==> config.mk <==
export PLATFORM = sky130hd
export DESIGN_NAME = c3zp_sum
export DESIGN_NICKNAME = d
export VERILOG_FILES = /design/src/rtl/c3zp_pkg.sv /design/src/rtl/c3zp_sum.sv
export SDC_FILE = /design/constraint.sdc
export NUM_CORES = 1
export LEC_CHECK = 0
export BUFFER_PORTS_ARGS = -buffer_cell sky130_fd_sc_hd__buf_2
export CORE_UTILIZATION = 35
export CTS_CLUSTER_DIAMETER = 120
export DETAILED_ROUTE_END_ITERATION = 12
export HOLD_SLACK_MARGIN = 0.15
export PLACE_DENSITY_LB_ADDON = 0.12
export SLEW_MARGIN = 5
export SYNTH_ARGS = -nofsm -noshare
export SYNTH_HDL_FRONTEND = slang
export SYNTH_SLANG_ARGS = --single-unit
==> constraint.sdc <==
create_clock -name clk -period 5.2 [get_ports clk]
set_clock_uncertainty 0.1 [all_clocks]
set_input_delay 0.52 -clock clk [delete_from_list [all_inputs] [get_ports clk]]
set_output_delay 0.52 -clock clk [all_outputs]
set_load 0.05 [all_outputs]
==> src/rtl/c3zp_pkg.sv <==
// ----------------------------------------------------------------------------
// c3zp_pkg
// Shared constants and types of the zero-padded 3x3 convolution stream.
// ----------------------------------------------------------------------------
package c3zp_pkg;

	localparam int COEF_W      = 16;
	localparam int NTAP        = 3;
	localparam int CFG_DATA_W  = 48;
	localparam int CFG_IDX_W   = 3;
	localparam int IMG_W_BITS  = 11;
	localparam int IMG_H_BITS  = 13;

	localparam logic [CFG_IDX_W-1:0] IDX_KERNEL_TOP    = 3'd0;
	localparam logic [CFG_IDX_W-1:0] IDX_KERNEL_MIDDLE = 3'd1;
	localparam logic [CFG_IDX_W-1:0] IDX_KERNEL_BOTTOM = 3'd2;
	localparam logic [CFG_IDX_W-1:0] IDX_IMAGE_WIDTH   = 3'd3;
	localparam logic [CFG_IDX_W-1:0] IDX_IMAGE_HEIGHT  = 3'd4;

	localparam int FIFO_DEPTH = 4;
	localparam int FIFO_PTR_W = 2;
	localparam int FIFO_LVL_W = 3;

	typedef logic signed [COEF_W-1:0] coef_t;

	typedef struct packed {
		logic emit_a;
		logic emit_b;
		logic eof;
	} flags_t;

endpackage

==> src/rtl/c3zp_sum.sv <==
// ----------------------------------------------------------------------------
// c3zp_sum
// Adds the registered tap products in two stages: row sums, then totals.
// ----------------------------------------------------------------------------
module c3zp_sum #(
	parameter int PB   = 16,
	localparam int PW  = PB + c3zp_pkg::COEF_W,
	localparam int SW  = PB + 19
) (
	input  logic                 clk,
	input  logic                 arst_n,
	input  logic                 en,
	input  logic                 valid_s2,
	input  c3zp_pkg::flags_t     flags_s2,
	input  logic signed [PW-1:0] prod_a_s2 [9],
	input  logic signed [PW-1:0] prod_b_s2 [6],
	output logic                 valid_s4,
	output c3zp_pkg::flags_t     flags_s4,
	output logic signed [SW-1:0] sum_a_s4,
	output logic signed [SW-1:0] sum_b_s4
);
	import c3zp_pkg::*;

	logic                 valid_s3;
	flags_t               flags_s3;
	logic signed [SW-1:0] row_a_s3 [NTAP];
	logic signed [SW-1:0] row_b_s3 [NTAP];
	logic signed [SW-1:0] ra [NTAP];
	logic signed [SW-1:0] rb [NTAP];

	always_comb begin
		for (int i = 0; i < NTAP; i++) begin
			ra[i] = SW'(prod_a_s2[3*i]) + SW'(prod_a_s2[3*i+1]) + SW'(prod_a_s2[3*i+2]);
			rb[i] = SW'(prod_b_s2[2*i]) + SW'(prod_b_s2[2*i+1]);
		end
	end

	always_ff @(posedge clk or negedge arst_n) begin
		if (!arst_n) begin
			valid_s3 <= 1'b0;
			valid_s4 <= 1'b0;
		end else if (en) begin
			valid_s3 <= valid_s2;
			valid_s4 <= valid_s3;
		end
	end

	always_ff @(posedge clk) begin
		if (en) begin
			flags_s3 <= flags_s2;
			row_a_s3 <= ra;
			row_b_s3 <= rb;
			flags_s4 <= flags_s3;
			sum_a_s4 <= row_a_s3[0] + row_a_s3[1] + row_a_s3[2];
			sum_b_s4 <= row_b_s3[0] + row_b_s3[1] + row_b_s3[2];
		end
	end

endmodule

==> results.sh <==
export IMPL_viasPerCell=5.21
export IMPL_end_kind="register"
export IMPL_ys_ff_latch=279
export IMPL_drt_pass1_iterations=5
export IMPL_io_buffers=560
export IMPL_maxCapViolations=0
export IMPL_cp_data_required_time_ns=5.37
export IMPL_antenna_found_initial=3
export IMPL_period_share=0.783
export IMPL_fin_setup_tns_ns=0
export IMPL_drive_gt1_frac=0.220
export IMPL_vias=19800
export IMPL_rows=96
export IMPL_clock_latency_ns=0.54
export IMPL_async_flop_share=0.00717
export IMPL_fp_dieW_um=266
export IMPL_grt_pass1_wl_um=112000
export IMPL_syn_instance_count=2257
export IMPL_synth_top_area_cell="edfxtp_1"
export IMPL_synthFlopType="edfxtp_1"
export IMPL_numCtsBuffers=35
export IMPL_wl_per_cell_um=19.5
export IMPL_synth_distinct_cells=71
export IMPL_place_hpwl_um=61800
export IMPL_hold_viol_final=0
export IMPL_rsz0062_at_grt="false"
export IMPL_htree_levels=2
export IMPL_power_leakage_nw=13.0
export IMPL_fin_crit_ns=4.07
export IMPL_power_density_nw_per_um2=514
export IMPL_synth_compound_area_frac=0.193
export IMPL_synth_top_family_by_area="adder cells"
export IMPL_cpMostUsedCell="fa_1"
export IMPL_outcome="finished, final reports clean"
export IMPL_pin_count=561
export IMPL_ant_nets=0
export IMPL_synth_xor_xnor_area_share=0.0805
export IMPL_syn_nets=3173
export IMPL_slowest_stage="a2111oi_0"
export IMPL_synthAdderAreaFrac=0.272
export IMPL_area_growth_pct=20.8
export IMPL_multi_input_area_um2=15600
export IMPL_setup_slack_ns=1.13
export IMPL_slowest_delay_ns=0.68
export IMPL_grt_use_total=0.205
export IMPL_die_height_um=266
export IMPL_drc=0
export IMPL_seq_area_frac_synth=0.342
export IMPL_core_area_um2=68900
export IMPL_synthMuxAreaShare=0.00215
export IMPL_overflow=0
export IMPL_wirelength_um=74100
export IMPL_fillers=6738
export IMPL_cts_setup_buffers=0
export IMPL_clock_sinks=279
export IMPL_start_kind="register"
export IMPL_cts_buffer_depth=3
export IMPL_die_area_um2=71000
export IMPL_fmax_ghz=0.245
export IMPL_first_global_vias=20600
export IMPL_yosysTopAreaCellShare=0.340
export IMPL_synth_area_leaders="edfxtp_1, fa_1, ha_1"
export IMPL_nets=3752
export IMPL_syn_avg_cell_area_um2=10.8
export IMPL_drv_slew=0
export IMPL_drt_iter0_markers=1197
export IMPL_cts_tree="built"
export IMPL_start_util=0.355
export IMPL_synth_edf_count=277
export IMPL_cts_clk_slew_worst_paths_ns=0.06
export IMPL_tightest_slew_ns=0.873
export IMPL_critPathMaxFanout=3
export IMPL_grt_max_degree=104
export IMPL_timing_worst_setup_path_type="reg -> reg"
export IMPL_synthesis_area_um2=24500
export IMPL_register_area_um2=8370
export IMPL_setup_viol=0
export IMPL_yosys_area_share_simple=0.0913
export IMPL_place_ws_ns=1.01
export IMPL_crit_path_cell_trace="fa_1 > ha_1 > inv_1 > fa_1 > nor2b_1 > o31a_1 > o21bai_1 > a2111oi_0 > a211o_1 > a21o_1 > a41o_1 > a21oi_1 > xnor2_1"
export IMPL_hold_class="in -> async"
export IMPL_gp_congestion=0.965
export IMPL_yosys_warnings=0
export IMPL_clockRootBuffer="clkbuf_16"
export IMPL_peakVddDrop_mv=0.283
export IMPL_postLayoutCoreUtil=0.429
export IMPL_critPathArrivalTime_ns=4.24
export IMPL_max_slew_margin=0.410
## cells in the mapped netlist (all sizes together) (44+ instances only)
cell    instances
inv            97
a21oi         234
fa            171
nor2          111
nand3          44
edfxtp        277
a21o          150
ha            258
o21ai         126
xor2           71
nand2         117
xnor2         154
## where the power goes
part | switching [mW] | internal (mW)
clock | 0.970 | 1.40
sequential | 0.362 | 3.67
combinational | 5.37 | 3.43
## flip-flops by register name, indices dropped and copies added, names as in the netlist
| register | cells |
|---|---|
| sum_b_s4 | 35 |
| valid_s3 | 1 |
| sum_a_s4 | 35 |
| flags_s3 | 3 |
| row_a_s3 | 102 |
| valid_s4 | 1 |
| row_b_s3 | 99 |
| flags_s4 | 3 |
## critical path, delay by kind of cell, from the launching register on
family	cells	cell delay [ns]
AOI/OAI and AO/OA	7	1.76
adders and majority gates	3	1.13
DFF	1	0.42
and+or+nand+nor	1	0.17
xor gates and xnor gates	1	0.17
buffers and inverters	1	0.06
## logic make-up after synthesis
kind of cell	count (synthesis)
compound gates	735
simple gates	459
fa+ha+maj	429
flops	279
xor+xnor	225
buf+inv	125
mux	5
## area by class of cell
| cell class | count | area share |
|---|---|---|
| clock inverters | 17 | 0.00444 |
| multi-input cells | 1853 | 0.529 |
| repair buffers | 570 | 0.0990 |
| diodes | 4 | 0.000339 |
| flip-flops and latches | 279 | 0.283 |
| inverters | 97 | 0.0123 |
| well taps | 931 | 0.0394 |
| clock buffers | 46 | 0.0325 |
## cells in the final DEF, fill, tap and decap left out, types with 17 or more instances in the layout
cell type  instances
buf_2            559
a211oi_1          20
xor2_1            71
nor2_1           111
o21a_1            26
edfxtp_1         277
ha_1             258
nand2_1          117
nor2b_1           34
nand4_1           39
o21ai_0          123
nor3_1            29
o21bai_1          36
and3_1            17
a21o_1           150
clkbuf_16         37
inv_1             97
nand3_1           44
fa_1             171
a31oi_1           30
a21oi_1          233
nand2b_1          27
xnor2_1          154
## routing by layer
metal / vias to the layer above / global-route usage / routed length [um]
li1: 9600 / - / -
met2: 563 / 0.366 / 36700
met4: 0 / 0.0601 / 1890
met1: 9533 / 0.258 / 32100
met5: - / 0 / 0
met3: 103 / 0.0239 / 3450
## worst paths after layout
path	startpoint	endpoint	slack [ns]	cells past startpoint
setup / recovery	row_a_s3[36]	sum_a_s4[27]	1.13	13
hold reg to reg	flags_s3[0]	flags_s4[0]	0.32	0
min in group clk	prod_b_s2[96]	row_b_s3[35]	0.22	2
setup reg to reg	row_a_s3[36]	sum_a_s4[27]	1.13	13
hold / removal	arst_n	valid_s4	0.19	2
max in group asynchronous	arst_n	valid_s3	4.72	2
## per-stage QoR
step           instances  hold slack [ns]  instance area [um^2]  total power, mW
6_report            3797            0.187                 29600             15.2
5_1_grt             3796            0.170                 29600             16.3
4_1_cts             3793            0.152                 29500             15.3
3_5_place_dp        3724            0.207                 28400             12.9
3_3_place_gp        3724            0.205                 28400             12.8
2_1_floorplan       2257            0.124                 24500             10.4
## what timing repair did
item,CTS,global route
hold endpoints to repair,7,0
gates resized for setup,0,0
hold buffers,6,0
Note: power is estimated with default switching activity, not from simulation.
