$ cat src/rtl/c3zp_pkg.sv
// ----------------------------------------------------------------------------
// c3zp_pkg
// Shared constants and types of the zero-padded 3x3 convolution stream.
// ----------------------------------------------------------------------------
package c3zp_pkg;

	localparam int COEF_W      = 16;
	localparam int NTAP        = 3;
	localparam int CFG_DATA_W  = 48;
	localparam int CFG_IDX_W   = 3;
	localparam int IMG_W_BITS  = 11;
	localparam int IMG_H_BITS  = 13;

	localparam logic [CFG_IDX_W-1:0] IDX_KERNEL_TOP    = 3'd0;
	localparam logic [CFG_IDX_W-1:0] IDX_KERNEL_MIDDLE = 3'd1;
	localparam logic [CFG_IDX_W-1:0] IDX_KERNEL_BOTTOM = 3'd2;
	localparam logic [CFG_IDX_W-1:0] IDX_IMAGE_WIDTH   = 3'd3;
	localparam logic [CFG_IDX_W-1:0] IDX_IMAGE_HEIGHT  = 3'd4;

	localparam int FIFO_DEPTH = 4;
	localparam int FIFO_PTR_W = 2;
	localparam int FIFO_LVL_W = 3;

	typedef logic signed [COEF_W-1:0] coef_t;

	typedef struct packed {
		logic emit_a;
		logic emit_b;
		logic eof;
	} flags_t;

endpackage

$ cat src/rtl/c3zp_out_fifo.sv
// ----------------------------------------------------------------------------
// c3zp_out_fifo
// Small result queue taking up to two results per cycle and giving one.
// ----------------------------------------------------------------------------
module c3zp_out_fifo #(
	parameter int EW = 37
) (
	input  logic                            clk,
	input  logic                            arst_n,
	input  logic                            push_a,
	input  logic [EW-1:0]                   data_a,
	input  logic                            push_b,
	input  logic [EW-1:0]                   data_b,
	input  logic                            pop,
	output logic [EW-1:0]                   head,
	output logic                            not_empty,
	output logic [c3zp_pkg::FIFO_LVL_W-1:0] level
);
	import c3zp_pkg::*;

	logic [EW-1:0]         mem_q [FIFO_DEPTH];
	logic [FIFO_PTR_W-1:0] wr_ptr_q;
	logic [FIFO_PTR_W-1:0] rd_ptr_q;
	logic [FIFO_LVL_W-1:0] level_q;
	logic [FIFO_PTR_W-1:0] wr_b;

	assign wr_b      = push_a ? wr_ptr_q + FIFO_PTR_W'(1) : wr_ptr_q;
	assign head      = mem_q[rd_ptr_q];
	assign not_empty = (level_q != '0);
	assign level     = level_q;

	always_ff @(posedge clk) begin
		if (push_a) begin
			mem_q[wr_ptr_q] <= data_a;
		end
		if (push_b) begin
			mem_q[wr_b] <= data_b;
		end
	end

	always_ff @(posedge clk or negedge arst_n) begin
		if (!arst_n) begin
			wr_ptr_q <= '0;
			rd_ptr_q <= '0;
			level_q  <= '0;
		end else begin
			wr_ptr_q <= wr_ptr_q + FIFO_PTR_W'(push_a) + FIFO_PTR_W'(push_b);
			rd_ptr_q <= rd_ptr_q + FIFO_PTR_W'(pop);
			level_q  <= level_q + FIFO_LVL_W'(push_a) + FIFO_LVL_W'(push_b)
				- FIFO_LVL_W'(pop);
		end
	end

endmodule

$ cat config.mk
export PLATFORM = sky130hd
export DESIGN_NAME = c3zp_out_fifo
export DESIGN_NICKNAME = d
export VERILOG_FILES = /design/src/rtl/c3zp_pkg.sv /design/src/rtl/c3zp_out_fifo.sv
export SDC_FILE = /design/constraint.sdc
export NUM_CORES = 1
export LEC_CHECK = 0
export BUFFER_PORTS_ARGS = -buffer_cell sky130_fd_sc_hd__buf_2
export CAP_MARGIN = 20
export CELL_PAD_IN_SITES_DETAIL_PLACEMENT = 1
export CELL_PAD_IN_SITES_GLOBAL_PLACEMENT = 2
export CORE_UTILIZATION = 25
export CTS_CLUSTER_DIAMETER = 50
export DETAILED_ROUTE_END_ITERATION = 7
export GPL_ROUTABILITY_DRIVEN = 0
export PLACE_DENSITY = 0.61
export SLEW_MARGIN = 25
export SYNTH_ARGS = -nofsm -noshare
export SYNTH_HDL_FRONTEND = slang
export SYNTH_SLANG_ARGS = --single-unit
$ cat constraint.sdc
create_clock -name clk -period 3.6 [get_ports clk]
set_input_delay 0.72 -clock clk [delete_from_list [all_inputs] [get_ports clk]]
set_output_delay 0.72 -clock clk [all_outputs]
set_load 0.03 [all_outputs]
==> results of run 1 <==
[final timing paths]
| path | start | end | depth (start not counted) |
|---|---|---|---|
| hold reg to reg | wr_ptr_q[1] | wr_ptr_q[1] | 1 |
| setup reg to reg | wr_ptr_q[1] | mem_q[1][16] | 6 |
| min in group clk | pop | rd_ptr_q[0] | 2 |
| setup / recovery | rd_ptr_q[0] | head[10] | 3 |
| max in group asynchronous | arst_n | rd_ptr_q[0] | 1 |
| hold / removal | arst_n | level[1] | 1 |
[final cells by class]
cell class                 instances  share of cell area [%]
multi-input combinational        214                    31.1
antenna                            1                  0.0264
clock inverter                    15                    1.72
inverter                           8                   0.317
tap                              396                    5.23
timing repair buffer             138                    8.32
clock buffer                      17                    4.49
sequential                       155                    48.8
[cell usage after synthesis (3+ instances only)]
| cell | instances | area [sq um] |
|---|---|---|
| edfxtp_1 | 148 | 4440 |
| mux2_2 | 110 | 1240 |
| mux2_4 | 38 | 571 |
| mux4_2 | 37 | 833 |
| buf_2 | 9 | 45.0 |
| inv_1 | 8 | 30.0 |
| buf_6 | 7 | 78.8 |
| dfrtp_1 | 7 | 175 |
| ha_1 | 6 | 75.1 |
| nand2_1 | 6 | 22.5 |
| buf_4 | 5 | 37.5 |
| clkbuf_1 | 4 | 15.0 |
| fa_1 | 3 | 60.1 |
| nand2b_1 | 3 | 18.8 |
| xnor2_1 | 3 | 26.3 |
[worst max-delay path: cells and delay by family, from the launching register on]
kind | cells | cell delay (ps)
flip-flops | 1 | 720
multiplexers | 1 | 550
buffers and inverters | 2 | 500
[flip-flops by register name, indices dropped and copies added, names as in the netlist]
signal    flops
rd_ptr_q      2
mem_q       148
wr_ptr_q      2
level         3
[power groups by stage]
stage / sequential (mW) / clock [mW] / combinational [mW]
global route: 3.26 / 1.93 / 4.05
detailed placement: 3.24 / 0 / 3.90
global placement: 3.20 / 0 / 3.86
finish: 3.18 / 1.81 / 3.80
floorplan: 3.05 / 0 / 2.70
CTS: 3.21 / 1.87 / 3.91
[layer usage]
metal	vias up	wire (microns)	track usage [%]
met5	-	13	0
met4	2	180	3.31
met3	14	712	3.21
met2	80	10700	24.2
met1	2260	8900	16.3
li1	1897	-	-
[cells by family after synthesis]
group,count (synthesis),synth area share (%)
compound gates,6,0.615
xor+xnor,4,0.453
fa+ha+maj,9,1.75
buf+inv,33,2.67
flops,155,59.7
mux,185,34.2
simple gates,10,0.615
==> flow_summary.ini, run 1 <==
[synth]
synth_ff_type = edfxtp_1
syn_inst = 402
netlist_area_sq_um = 7730
synth_edf_count = 148
seq_area_frac_synth_pct = 59.7
async_reset_ff_share_pct = 4.52
ys_seq_elements = 155
syn_nets = 490
synth_warnings = 0
synth_cell_types = 20
syn_area_per_cell_sq_um = 19.2

[sta]
finalSetupViolCount = 0
totalNegativeSetupSlack_ps = 0
relSlewSlack_pct = 47.2
fin_crit_ps = 2920
holdWs_ps = 130
finalCritPeriodShare_pct = 81.0
fmax_mhz = 343
fin_worst_skew_ps = 11.6
grt_setup_unrepaired = false
drv_slew = 0
fin_ws_ps = 685
tightest_slew_ps = 793
final-hold-violation-count = 0

[drt]
antenna_left = 0
first_iter_violations = 170
drc = 0
dr.pass1.iters = 4
wl_per_cell_microns = 21.7
wl_mm = 20.5
vias = 4253
via_per_inst = 4.51

[worst_setup_path]
arrival_ps = 2200
cp_max_fo = 21
cp_cell_sequence = buf_4, mux4_2, buf_2
r2r_slack_ps = 1030
crit_type = flip-flop to output pin
crit_slowest_cell = dfrtp_4
crit_path_end_kind = output pin
critPathRequiredTime_ps = 2880
cpPeakStageDelay_ps = 720
startpoint_type = flip-flop

[clock_tree]
clock_path_buffers = 2
cts_made_buffers = 17
clock_latency_ps = 420
hold_buffers = 0
root_buffer = clkbuf_16
htree_levels = 4
post_cts_buffers = 0
cts_sinks = 155
cts_resized = 0
clk_pin_slew_ps = 60
tritoncts = built

[place]
pre_cts_ws_ps = 912
hpwl_mm = 13.5
dpl_cell_area_sq_um = 8880
io_buffer_count = 119
dp.cells = 911

[finish]
multi_input_area_sq_um = 2950
drive_gt1_share_pct = 66.2
area_growth_pct = 22.5
seqCellArea_sq_um = 4620
final_util_pct = 31.1
nets = 622
nFillCells = 3163
fin_area_sq_um = 9470
final_common_cell = edfxtp_1
final_cell_mix = edfxtp_1, buf_2, mux2_2
final_cells = 944

[global_routing]
antenna_found_initial = 2
grt_max_degree = 38
grtUsageTotal_pct = 13.6
grt-ovfl-total = 0
grt_pass1_vias = 4898
grt_pass1_wl_mm = 30.7

[floorplanning]
io_pins = 120
die_h_microns = 178
fp-row-count = 64
core-area_sq_um = 30500
die_area_sq_um = 31600
dieWidth_microns = 178
start_util_pct = 25.3

[pwr]
netSwitchingFraction_pct = 37.9
clockPowerShare_pct = 20.6
vdd_drop_max_uv = 294
power_switching_mw = 3.33
total_power_mw = 8.79
p_per_area_nw_per_um2 = 928
seq_power_share_pct = 36.2
combPwrFrac_pct = 43.2
internal-power_mw = 5.46
p_leak_nw = 3.50

[min_path]
hold_path.class = input port to async pin

[job]
drv_cap = 0

[run_status]
status = finished clean
(Power assumes the default switching activity.)
==> inputs of run 2 (changes only) <==
==> constraint.sdc (replaced) <==
create_clock -name clk -period 3 [get_ports clk]
set_input_delay 0.6 -clock clk [delete_from_list [all_inputs] [get_ports clk]]
set_output_delay 0.6 -clock clk [all_outputs]
set_load 0.03 [all_outputs]
==> run 2 against run 1 <==
Flip-flop and latch count stayed put. Utilization hardly changed. Clock power is 21% higher. Sequential share of layout area hardly changed. Register-to-register slack worse by 680 ps. Global-route usage hardly changed. Setup slack worse by 390 ps. Die area stayed put. Critical path depth stayed put. First-iteration DRC count is 42% higher.
==> flow_summary.ini, run 2 (synthesized netlist as in run 1, its figures left out) <==
[finish]
fin_area_sq_um = 9480
seqCellArea_sq_um = 4620
final_common_cell = edfxtp_1
multi_input_area_sq_um = 2950
largest-register = mem_q
final_cell_mix = edfxtp_1, buf_2, mux2_2
drive_gt1_share_pct = 66.4
area_growth_pct = 22.6
largest_reg_flops = 148
nFillCells = 3144
nets = 625
final_cells = 947

[global_routing]
grt_pass1_wl_mm = 30.1
grt-ovfl-total = 0
grt_max_degree = 29
antenna_found_initial = 3
grtUsageTotal_pct = 13.6
grt_pass1_vias = 4796

[pwr]
power_switching_mw = 3.93
internal-power_mw = 6.59
clockPowerShare_pct = 20.8
vdd_drop_max_uv = 487
p_per_area_nw_per_um2 = 1110
p_leak_nw = 3.51
combPwrFrac_pct = 43.9
seq_power_share_pct = 35.4
netSwitchingFraction_pct = 37.4

[sta]
drv_slew = 0
relSlewSlack_pct = 50.2
finalSetupViolCount = 0
fin_crit_ps = 2700
finalCritPeriodShare_pct = 90.1
final-hold-violation-count = 0
fmax_mhz = 370
fin_ws_ps = 297
grt_setup_unrepaired = false
fin_worst_skew_ps = 6.93
tightest_slew_ps = 747
totalNegativeSetupSlack_ps = 0

[floorplanning]
fp-row-count = 64
core-area_sq_um = 30500
die_h_microns = 178
io_pins = 120
die_area_sq_um = 31600
start_util_pct = 25.3
dieWidth_microns = 178

[worst_setup_path]
crit_type = flip-flop to output pin
critPathLaunch = rd_ptr_q[0]
rr_worst_depth = 6
critPathRequiredTime_ps = 2400
crit_path_end_kind = output pin
arrival_ps = 2100
timing.rr.start = wr_ptr_q[1]
startpoint_type = flip-flop
cp_max_fo = 11

[place]
dpl_cell_area_sq_um = 8890
hpwl_mm = 13.3
io_buffer_count = 119
dp.cells = 913
pre_cts_ws_ps = 314

[clock_tree]
cts_sinks = 155
cts_resized = 0
htree_levels = 4
root_buffer = clkbuf_16
clk_pin_slew_ps = 60
clock_latency_ps = 430
hold_buffers = 1
clock_path_buffers = 2
cts_made_buffers = 17
post_cts_buffers = 0
tritoncts = built

[min_path]
hold_start = pop
hold_path.class = input port to flip-flop
hold_depth = 2

[drt]
vias = 4264
drc = 0
wl_mm = 20.3
via_per_inst = 4.50
antenna_left = 0
first_iter_violations = 241
dr.pass1.iters = 4
wl_per_cell_microns = 21.5

[run_status]
status = finished clean

[job]
drv_cap = 0
run 2: routing by layer:
| metal | GRT usage, % | share of wire (%) | vias up |
|---|---|---|---|
| li1 | - | - | 1896 |
| met1 | 15.7 | 41 | 2260 |
| met2 | 24.6 | 54 | 86 |
| met3 | 3.36 | 4.0 | 18 |
| met4 | 3.85 | 0.92 | 4 |
| met5 | 0 | 0.12 | - |
run 2: layout make-up:
type	count	area share, %
sequential	155	48.8
multi-input combinational	214	31.1
timing repair buffer	141	8.44
tap	396	5.22
clock buffer	19	4.57
clock inverter	13	1.60
inverter	8	0.317
antenna	1	0.0264
run 2: through the flow:
| stage | hold WS [ps] | power (mW) | utilization (%) |
|---|---|---|---|
| 2_1_floorplan | 304 | 6.90 | - |
| 3_3_place_gp | 445 | 8.42 | 29.1 |
| 3_5_place_dp | 449 | 8.55 | 29.1 |
| 4_1_cts | 438 | 10.8 | 31.1 |
| 5_1_grt | 443 | 11.1 | 31.1 |
| 6_report | 456 | 10.5 | 31.1 |
run 2: final timing paths:
check | to | slack [ps]
worst max-delay path | head[7] | 300
worst min-delay path | rd_ptr_q[0] | 460
worst max register to register | mem_q[0][4] | 350
worst min register to register | wr_ptr_q[1] | 650
max in group asynchronous | rd_ptr_q[0] | 2230
min in group asynchronous | wr_ptr_q[0] | 590
run 2: critical path, stage by stage, from the launching register on:
cell and delay (ps):
dfrtp_4 580, buf_4 310, mux4_2 580, buf_2 200
run 2: power groups by stage:
stage / registers [mW] / logic [mW] / clock network (mW)
2_1_floorplan: 3.66 / 3.24 / 0
3_3_place_gp: 3.73 / 4.69 / 0
3_5_place_dp: 3.79 / 4.76 / 0
4_1_cts: 3.75 / 4.78 / 2.24
5_1_grt: 3.80 / 4.94 / 2.32
6_report: 3.72 / 4.62 / 2.19
==> inputs of run 3 (changes only) <==
--- a/config.mk
+++ b/config.mk
@@ -13,6 +13,7 @@
 export CTS_CLUSTER_DIAMETER = 50
 export DETAILED_ROUTE_END_ITERATION = 7
 export GPL_ROUTABILITY_DRIVEN = 0
+export MAX_ROUTING_LAYER = met4
 export PLACE_DENSITY = 0.61
 export SLEW_MARGIN = 25
 export SYNTH_ARGS = -nofsm -noshare
==> run 3 against run 2 <==
Final cell count up 0.21%. Total power about the same. Worst hold slack better by 1.5 ps. Combinational power about the same. Critical endpoint unchanged. Critical path type unchanged.
==> flow_summary.ini, run 3 (synthesized netlist as in run 1, its figures left out) <==
[worst_setup_path]
cp_max_fo = 11
crit_type = flip-flop to output pin
crit_buf_inv = 2
arrival_ps = 2110
crit_slowest_cell = dfrtp_4
crit_path_end_kind = output pin
critPathRequiredTime_ps = 2400
startpoint_type = flip-flop
critPathTopFamily = flip-flops
cp_cell_sequence = buf_4, mux4_2, buf_2
cpPeakStageDelay_ps = 580

[drt]
vias = 4250
via_per_inst = 4.48
wl_mm = 20.3
wl_per_cell_microns = 21.4
first_iter_violations = 235
dr.pass1.iters = 4
drc = 0
antenna_left = 0

[floorplanning]
start_util_pct = 25.3
dieWidth_microns = 178
core-area_sq_um = 30500
fp-row-count = 64
die_h_microns = 178
io_pins = 120
die_area_sq_um = 31600

[clock_tree]
cts_made_buffers = 17
cts_sinks = 155
clock_latency_ps = 430
hold_buffers = 1
root_buffer = clkbuf_16
clock_path_buffers = 2
clk_pin_slew_ps = 60
cts_resized = 0
post_cts_buffers = 0
htree_levels = 4
tritoncts = built

[global_routing]
grt_max_degree = 29
grtUsageTotal_pct = 14.0
grt_pass1_vias = 4808
antenna_found_initial = 3
grt_pass1_wl_mm = 30.1
grt-ovfl-total = 0

[sta]
finalCritPeriodShare_pct = 90.3
fin_crit_ps = 2710
fmax_mhz = 369
tightest_slew_ps = 748
totalNegativeSetupSlack_ps = 0
final-hold-violation-count = 0
relSlewSlack_pct = 50.1
drv_slew = 0
fin_worst_skew_ps = 5.81
finalSetupViolCount = 0
grt_setup_unrepaired = false

[finish]
final_cell_mix = edfxtp_1, buf_2, mux2_2
largest-register = mem_q
nets = 625
drive_gt1_share_pct = 66.4
final_common_cell = edfxtp_1
area_growth_pct = 22.7
multi_input_area_sq_um = 2950
largest_reg_flops = 148
final_cells = 949
nFillCells = 3145
seqCellArea_sq_um = 4620

[pwr]
internal-power_mw = 6.59
power_switching_mw = 3.93
vdd_drop_max_uv = 489
combPwrFrac_pct = 43.9
netSwitchingFraction_pct = 37.4
seq_power_share_pct = 35.4
clockPowerShare_pct = 20.8
p_per_area_nw_per_um2 = 1110
p_leak_nw = 3.51

[place]
io_buffer_count = 119
hpwl_mm = 13.3
dp.cells = 913

[min_path]
hold_path.class = input port to flip-flop

[run_status]
status = finished clean

[job]
drv_cap = 0
## run 3: cell types whose count changed in the layout (fill, tap and decap cells not counted)
cell,before,now
diode_2,1,3
## run 3: metrics by stage
stage | setup WS (ps) | hold WS, ps | util [%] | instance area (sq um) | power [mW]
floorplan | 368 | 304 | - | 7730 | 6.90
global placement | 369 | 445 | 29.1 | 8890 | 8.42
detailed placement | 314 | 449 | 29.1 | 8890 | 8.55
CTS | 211 | 438 | 31.1 | 9480 | 10.8
global route | 175 | 443 | 31.1 | 9490 | 11.1
finish | 292 | 458 | 31.1 | 9490 | 10.5
## run 3: per-layer routing
layer	vias to the layer above	part of all wire, %	GRT usage, %
met3	15	3.9	3.26
met5	-	0	-
met1	2246	41	15.7
met2	87	54	24.6
li1	1902	-	-
met4	0	0.93	3.85
## run 3: cell type report
class | instances | share of cell area, %
multi-input combinational | 214 | 31.0
sequential | 155 | 48.7
inverter | 8 | 0.316
timing repair buffer | 141 | 8.44
tap | 396 | 5.22
antenna | 3 | 0.0791
clock inverter | 13 | 1.60
clock buffer | 19 | 4.56
## run 3: worst paths after layout
check                      slack [ps]        start  cells past startpoint           end
max                               290  rd_ptr_q[0]                      3       head[7]
min                               460          pop                      2   rd_ptr_q[0]
max reg2reg                       340  wr_ptr_q[1]                      6  mem_q[0][36]
min reg2reg                       650  wr_ptr_q[1]                      1   wr_ptr_q[1]
max in group asynchronous        2250       arst_n                      2   rd_ptr_q[0]
min in group asynchronous         570       arst_n                      2   wr_ptr_q[0]
## run 3: power by group through the flow
stage	Sequential, mW	Combinational [mW]	Clock (mW)
global route	3.80	4.93	2.32
global placement	3.73	4.69	0
finish	3.72	4.62	2.19
floorplan	3.66	3.24	0
CTS	3.75	4.78	2.24
detailed placement	3.79	4.76	0
